## src/hdl/rcc_pkg.sv

```systemverilog
// Shared types, constants and codes for the column ray caster.
`timescale 1ns / 1ps
package rcc_pkg;
    localparam int MAP_SIDE    = 64;
    localparam int MAP_BITS    = $clog2(MAP_SIDE);
    localparam int CX_W        = MAP_BITS + 2;
    localparam int MAX_STEPS   = 128;
    localparam int STEP_W      = $clog2(MAX_STEPS + 1);
    localparam int MAX_COLUMNS = 2048;
    localparam int COL_W       = 11;
    localparam int CELL_W      = 8;
    localparam int WALL_MAX    = 63;
    localparam int FIX_ONE     = 65536;
    localparam int CFG_IDX_W   = 3;
    localparam int CFG_DATA_W  = 22;

    // shared divider: 48-bit dividend, 42-bit divisor, one quotient bit per cycle
    localparam int DIV_NW = 48;
    localparam int DIV_DW = 42;
    localparam int DIV_CW = $clog2(DIV_NW);

    typedef enum logic [CFG_IDX_W-1:0] {
        CFG_POS_X    = 3'd0,
        CFG_POS_Y    = 3'd1,
        CFG_DIR_X    = 3'd2,
        CFG_DIR_Y    = 3'd3,
        CFG_SCREEN_W = 3'd4,
        CFG_SCREEN_H = 3'd5,
        CFG_WALL_H   = 3'd6
    } t_cfg_idx;

    typedef enum logic [1:0] {
        DIV_SHIFT,
        DIV_DT,
        DIV_RF,
        DIV_H
    } t_div_sel;

    typedef enum logic [3:0] {
        S_IDLE,
        S_SDIV,
        S_MUL,
        S_RAY,
        S_CHECK,
        S_TEST,
        S_PICK,
        S_DTDIV,
        S_RFDIV,
        S_HDIV,
        S_EMIT_HIT,
        S_EMIT_MISS
    } t_state;

    typedef struct packed {
        logic     wr;
        logic     load;
        logic     div_go;
        t_div_sel div_sel;
        logic     mul;
        logic     ray;
        logic     rd;
        logic     prod;
        logic     add_t;
        logic     move;
        logic     emit_hit;
        logic     emit_miss;
    } t_cmd;

    typedef struct packed {
        logic div_busy;
        logic div_done;
        logic out_map;
        logic is_wall;
        logic n_max;
        logic t_zero;
        logic blocked;
    } t_stat;
endpackage

```

## src/hdl/rcc_ctrl.sv

```systemverilog
// Controller: sequences map writes, ray setup, the cell walk and result emission.
`timescale 1ns / 1ps
module rcc_ctrl (
    input  logic           i_clk,
    input  logic           i_rst_n,
    input  logic           i_start,
    input  logic           i_action,
    input  rcc_pkg::t_stat i_stat,
    output rcc_pkg::t_cmd  o_cmd,
    output logic           o_busy
);
    import rcc_pkg::*;

    t_state r_state, n_state;

    always_ff @(posedge i_clk) begin
        if (!i_rst_n)
            r_state <= S_IDLE;
        else
            r_state <= n_state;
    end

    always_comb begin
        n_state = r_state;
        o_cmd   = '0;
        unique case (r_state)
            S_IDLE: begin
                if (i_start) begin
                    if (!i_action) begin
                        o_cmd.wr = 1'b1;
                    end else begin
                        o_cmd.load    = 1'b1;
                        o_cmd.div_go  = 1'b1;
                        o_cmd.div_sel = DIV_SHIFT;
                        n_state       = S_SDIV;
                    end
                end
            end
            S_SDIV: if (i_stat.div_done) n_state = S_MUL;
            S_MUL: begin
                o_cmd.mul = 1'b1;
                n_state   = S_RAY;
            end
            S_RAY: begin
                o_cmd.ray = 1'b1;
                n_state   = S_CHECK;
            end
            S_CHECK: begin
                if (i_stat.out_map) begin
                    n_state = S_EMIT_MISS;
                end else begin
                    o_cmd.rd = 1'b1;
                    n_state  = S_TEST;
                end
            end
            S_TEST: begin
                if (i_stat.is_wall) begin
                    if (i_stat.t_zero) begin
                        n_state = S_EMIT_HIT;
                    end else begin
                        o_cmd.div_go  = 1'b1;
                        o_cmd.div_sel = DIV_H;
                        n_state       = S_HDIV;
                    end
                end else if (i_stat.n_max) begin
                    n_state = S_EMIT_MISS;
                end else begin
                    o_cmd.prod = 1'b1;
                    n_state    = S_PICK;
                end
            end
            S_PICK: begin
                if (i_stat.blocked) begin
                    n_state = S_EMIT_MISS;
                end else begin
                    o_cmd.div_go  = 1'b1;
                    o_cmd.div_sel = DIV_DT;
                    n_state       = S_DTDIV;
                end
            end
            S_DTDIV: begin
                if (i_stat.div_done) begin
                    o_cmd.add_t   = 1'b1;
                    o_cmd.div_go  = 1'b1;
                    o_cmd.div_sel = DIV_RF;
                    n_state       = S_RFDIV;
                end
            end
            S_RFDIV: begin
                if (i_stat.div_done) begin
                    o_cmd.move = 1'b1;
                    n_state    = S_CHECK;
                end
            end
            S_HDIV: if (i_stat.div_done) n_state = S_EMIT_HIT;
            S_EMIT_HIT: begin
                o_cmd.emit_hit = 1'b1;
                n_state        = S_IDLE;
            end
            S_EMIT_MISS: begin
                o_cmd.emit_miss = 1'b1;
                n_state         = S_IDLE;
            end
            default: n_state = S_IDLE;
        endcase
    end

    assign o_busy = r_state != S_IDLE;

    a_rd_in_map: assert property (@(posedge i_clk) disable iff (!i_rst_n)
        o_cmd.rd |-> !i_stat.out_map)
        else $error("map read outside the map");

    a_div_idle: assert property (@(posedge i_clk) disable iff (!i_rst_n)
        o_cmd.div_go |-> !i_stat.div_busy)
        else $error("divider started while busy");

    a_done_waited: assert property (@(posedge i_clk) disable iff (!i_rst_n)
        i_stat.div_done |-> (r_state == S_SDIV || r_state == S_DTDIV ||
                             r_state == S_RFDIV || r_state == S_HDIV))
        else $error("divider finished with nobody waiting");
endmodule

```

## config.mk

```make
export PLATFORM = sky130hd
export DESIGN_NAME = rcc_ctrl
export DESIGN_NICKNAME = d
export VERILOG_FILES = /design/src/hdl/rcc_pkg.sv /design/src/hdl/rcc_ctrl.sv
export SDC_FILE = /design/constraint.sdc
export NUM_CORES = 1
export LEC_CHECK = 0
export BUFFER_PORTS_ARGS = -buffer_cell sky130_fd_sc_hd__clkbuf_2
export CAP_MARGIN = 30
export CELL_PAD_IN_SITES_DETAIL_PLACEMENT = 1
export CELL_PAD_IN_SITES_GLOBAL_PLACEMENT = 1
export CORE_UTILIZATION = 32
export CTS_BUF_LIST = sky130_fd_sc_hd__clkbuf_4 sky130_fd_sc_hd__clkbuf_8
export DETAILED_ROUTE_END_ITERATION = 8
export PLACE_DENSITY_LB_ADDON = 0.1
export SLEW_MARGIN = 25
export SYNTH_ARGS = -nofsm -noshare
export SYNTH_HDL_FRONTEND = slang
export SYNTH_SLANG_ARGS = --single-unit
```

## constraint.sdc

```tcl
create_clock -name i_clk -period 2.85 [get_ports i_clk]
set_input_delay 0.1425 -clock i_clk [delete_from_list [all_inputs] [get_ports i_clk]]
set_output_delay 0.1425 -clock i_clk [all_outputs]
set_load 0.005 [all_outputs]
```

==> metrics.yaml <==
outcome:
  status: "complete, no violations"
cts:
  cts_hold_buf: 0
  clk_latency_ps: 230
  cts_tree: "built"
  ctsRootBufferMaster: "clkbuf_4"
  cts_max_level: 1
  clockBufferDepth: 2
  post_cts_resized: 0
  post-cts-setup-buffer-count: 0
  cts-buffers-inserted: 3
  clkSinkCount: 4
  cts.clk_slew.worst_paths_ps: 40
timing:
  fin_skew_ps: 3.09
  worst_pin_slew_ps: 598
  min_period_over_period_pct: 70.0
  slew_headroom_pct: 60.1
  finalSetupViolations: 0
  hold_viol_final: 0
  layout_min_cycle_time_ps: 1990
  max_freq_mhz: 501
  finalMaxSlewViolations: 0
  hold_slack_ps: 166
  rsz0062_at_grt: "false"
  fin_tns_setup_ps: 0
final_layout:
  antenna_cells: 0
  multiInputGateArea_um2: 367
  area_delta_synth_final_pct: 25.4
  drive_gt1_share_pct: 26.3
  postLayoutCellArea_um2: 618
  fin_util_pct: 45.2
  fillers: 203
  largest_reg_flops: 4
  reg_top3: "r_state x4"
  regArea_um2: 80.1
  nNetsFinal: 112
  top_register: "r_state"
synth:
  synth.top_cell.area_share_pct: 16.2
  ys_top_cells_by_area: "dfxtp_1 (16%), nor2_1 (9.1%), a21oi_1 (7.1%)"
  synth_edf_count: 0
  syn_inst: 79
  synth.avg_cell_area_um2: 6.24
  synth_seq_cells: 4
  synth-main-ff-cell: "dfxtp_1"
  ys_async_sr_fraction_pct: 0
  syn_nets: 90
  synth_warnings: 0
  yosysTopAreaCell: "dfxtp_1"
  synth_cell_types: 29
  ys_seq_area_share_pct: 16.2
  syn-cell-area_um2: 493
floorplan:
  rows: 13
  pin_count: 25
  die_x_um: 41.3
  dieHeight_um: 41.3
  core_area_um2: 1370
  dieArea_um2: 1700
  start_util_pct: 36.1
drt:
  wl_per_cell_um: 12.7
  drt_wl_total_um: 1450
  antenna_left: 0
  viasPerCell: 5.47
  drt_iter0_markers: 2
  num_vias: 624
  post-route-drc-count: 0
  firstDrtPassIters: 2
grt:
  grt_max_degree: 21
  gr-total-overflow: 0
  antenna_found_initial: 0
  grt_pass1_wl_um: 2200
  grt_pass1_vias: 527
  grt_util_all_layers_pct: 19.5
worst_setup_path:
  critPathKind: "reg2out"
  cp_data_required_time_ps: 2710
  startpoint_type: "flip-flop"
  critPathTopFamily: "flip-flops"
  critPathArrivalTime_ps: 1850
  crit_chain: "inv_1 -> nor2_1 -> nand2_1 -> a21oi_1 -> or3_1 -> clkbuf_2"
  critPathSlowestCell: "dfxtp_1"
  crit_fanout: 18
  critical_path_buf_inv_count: 2
  endpoint_kind: "output port"
  slowest_delay_ps: 680
power:
  leakage_uw: 0.000299
  vdd_drop_max_v: 0.000230
  powerDensity_nw_per_um2: 380
  p_total_uw: 235
flow_run:
  drv_cap: 0
hold_path:
  hp-class: "in2reg"
placed_design:
  place_congestion: 0.726
  placed_cell_area_um2: 596
  numPortBuffers: 23
  dpl.hpwl_um: 1080
placed cells by master (no fill, tap or decap), types with 2 or more instances in the layout:
cell type	synthesis	layout
clkbuf_2	0	23
nor2_1	12	12
nand2_1	7	7
a21oi_1	7	7
nor3_1	6	6
inv_1	4	4
o21ai_0	4	4
dfxtp_1	4	4
nand2b_1	3	3
and3_1	3	3
o21a_1	3	3
clkbuf_4	0	3
or3_1	2	2
nor2b_1	2	2
a211oi_1	2	2
a32oi_1	2	2
metrics by stage:
stage	cells	setup WS, ps
4_1_cts	114	870
5_1_grt	114	677
3_3_place_gp	111	1020
3_5_place_dp	111	1010
6_report	114	856
2_1_floorplan	79	1380
power breakdown:
part | internal [µW] | switching (µW)
clock | 46.9 | 20.9
combinational | 39.3 | 44.9
sequential | 61.0 | 21.8
layer usage:
metal	global-route usage (%)	vias to the layer above	share of wire (%)
met5	0	-	0
met4	0	0	0
met3	6.52	0	5.8
met2	33.6	22	44
met1	24.9	281	50
li1	-	321	-
path summary, 6_finish.rpt:
check	start	end	slack (ps)	depth (start not counted)
worst max-delay path	r_state[0]	o_cmd[10]	860	6
worst min-delay path	i_rst_n	r_state[1]	170	2
worst max register to register	r_state[2]	r_state[2]	990	5
worst min register to register	r_state[3]	r_state[0]	870	2
final cells by class:
class                   instances  area share, %
flip-flops and latches          4           13.0
repair buffers                 23           18.6
multi-input cells              65           59.3
inverters                       4           2.43
well taps                      15           3.04
clock buffers                   3           3.64
synth_stat cells (all sizes together) (3+ instances only):
| cell | number |
|---|---|
| a21oi | 7 |
| and3 | 3 |
| clkbuf | 4 |
| dfxtp | 4 |
| inv | 4 |
| nand2 | 7 |
| nand2b | 3 |
| nor2 | 12 |
| nor3 | 6 |
| o21a | 3 |
| o21ai | 4 |
logic make-up (layout without fill, tap and decap cells):
logic type,count (synthesis),count (layout),synth area share (%)
AND/OR/NAND/NOR,43,43,45.4
AO/OA/AOI/OAI,22,22,28.9
buffers and inverters,10,30,9.39
flip-flops,4,4,16.2
No activity file was read; power rests on OpenSTA's default activity.
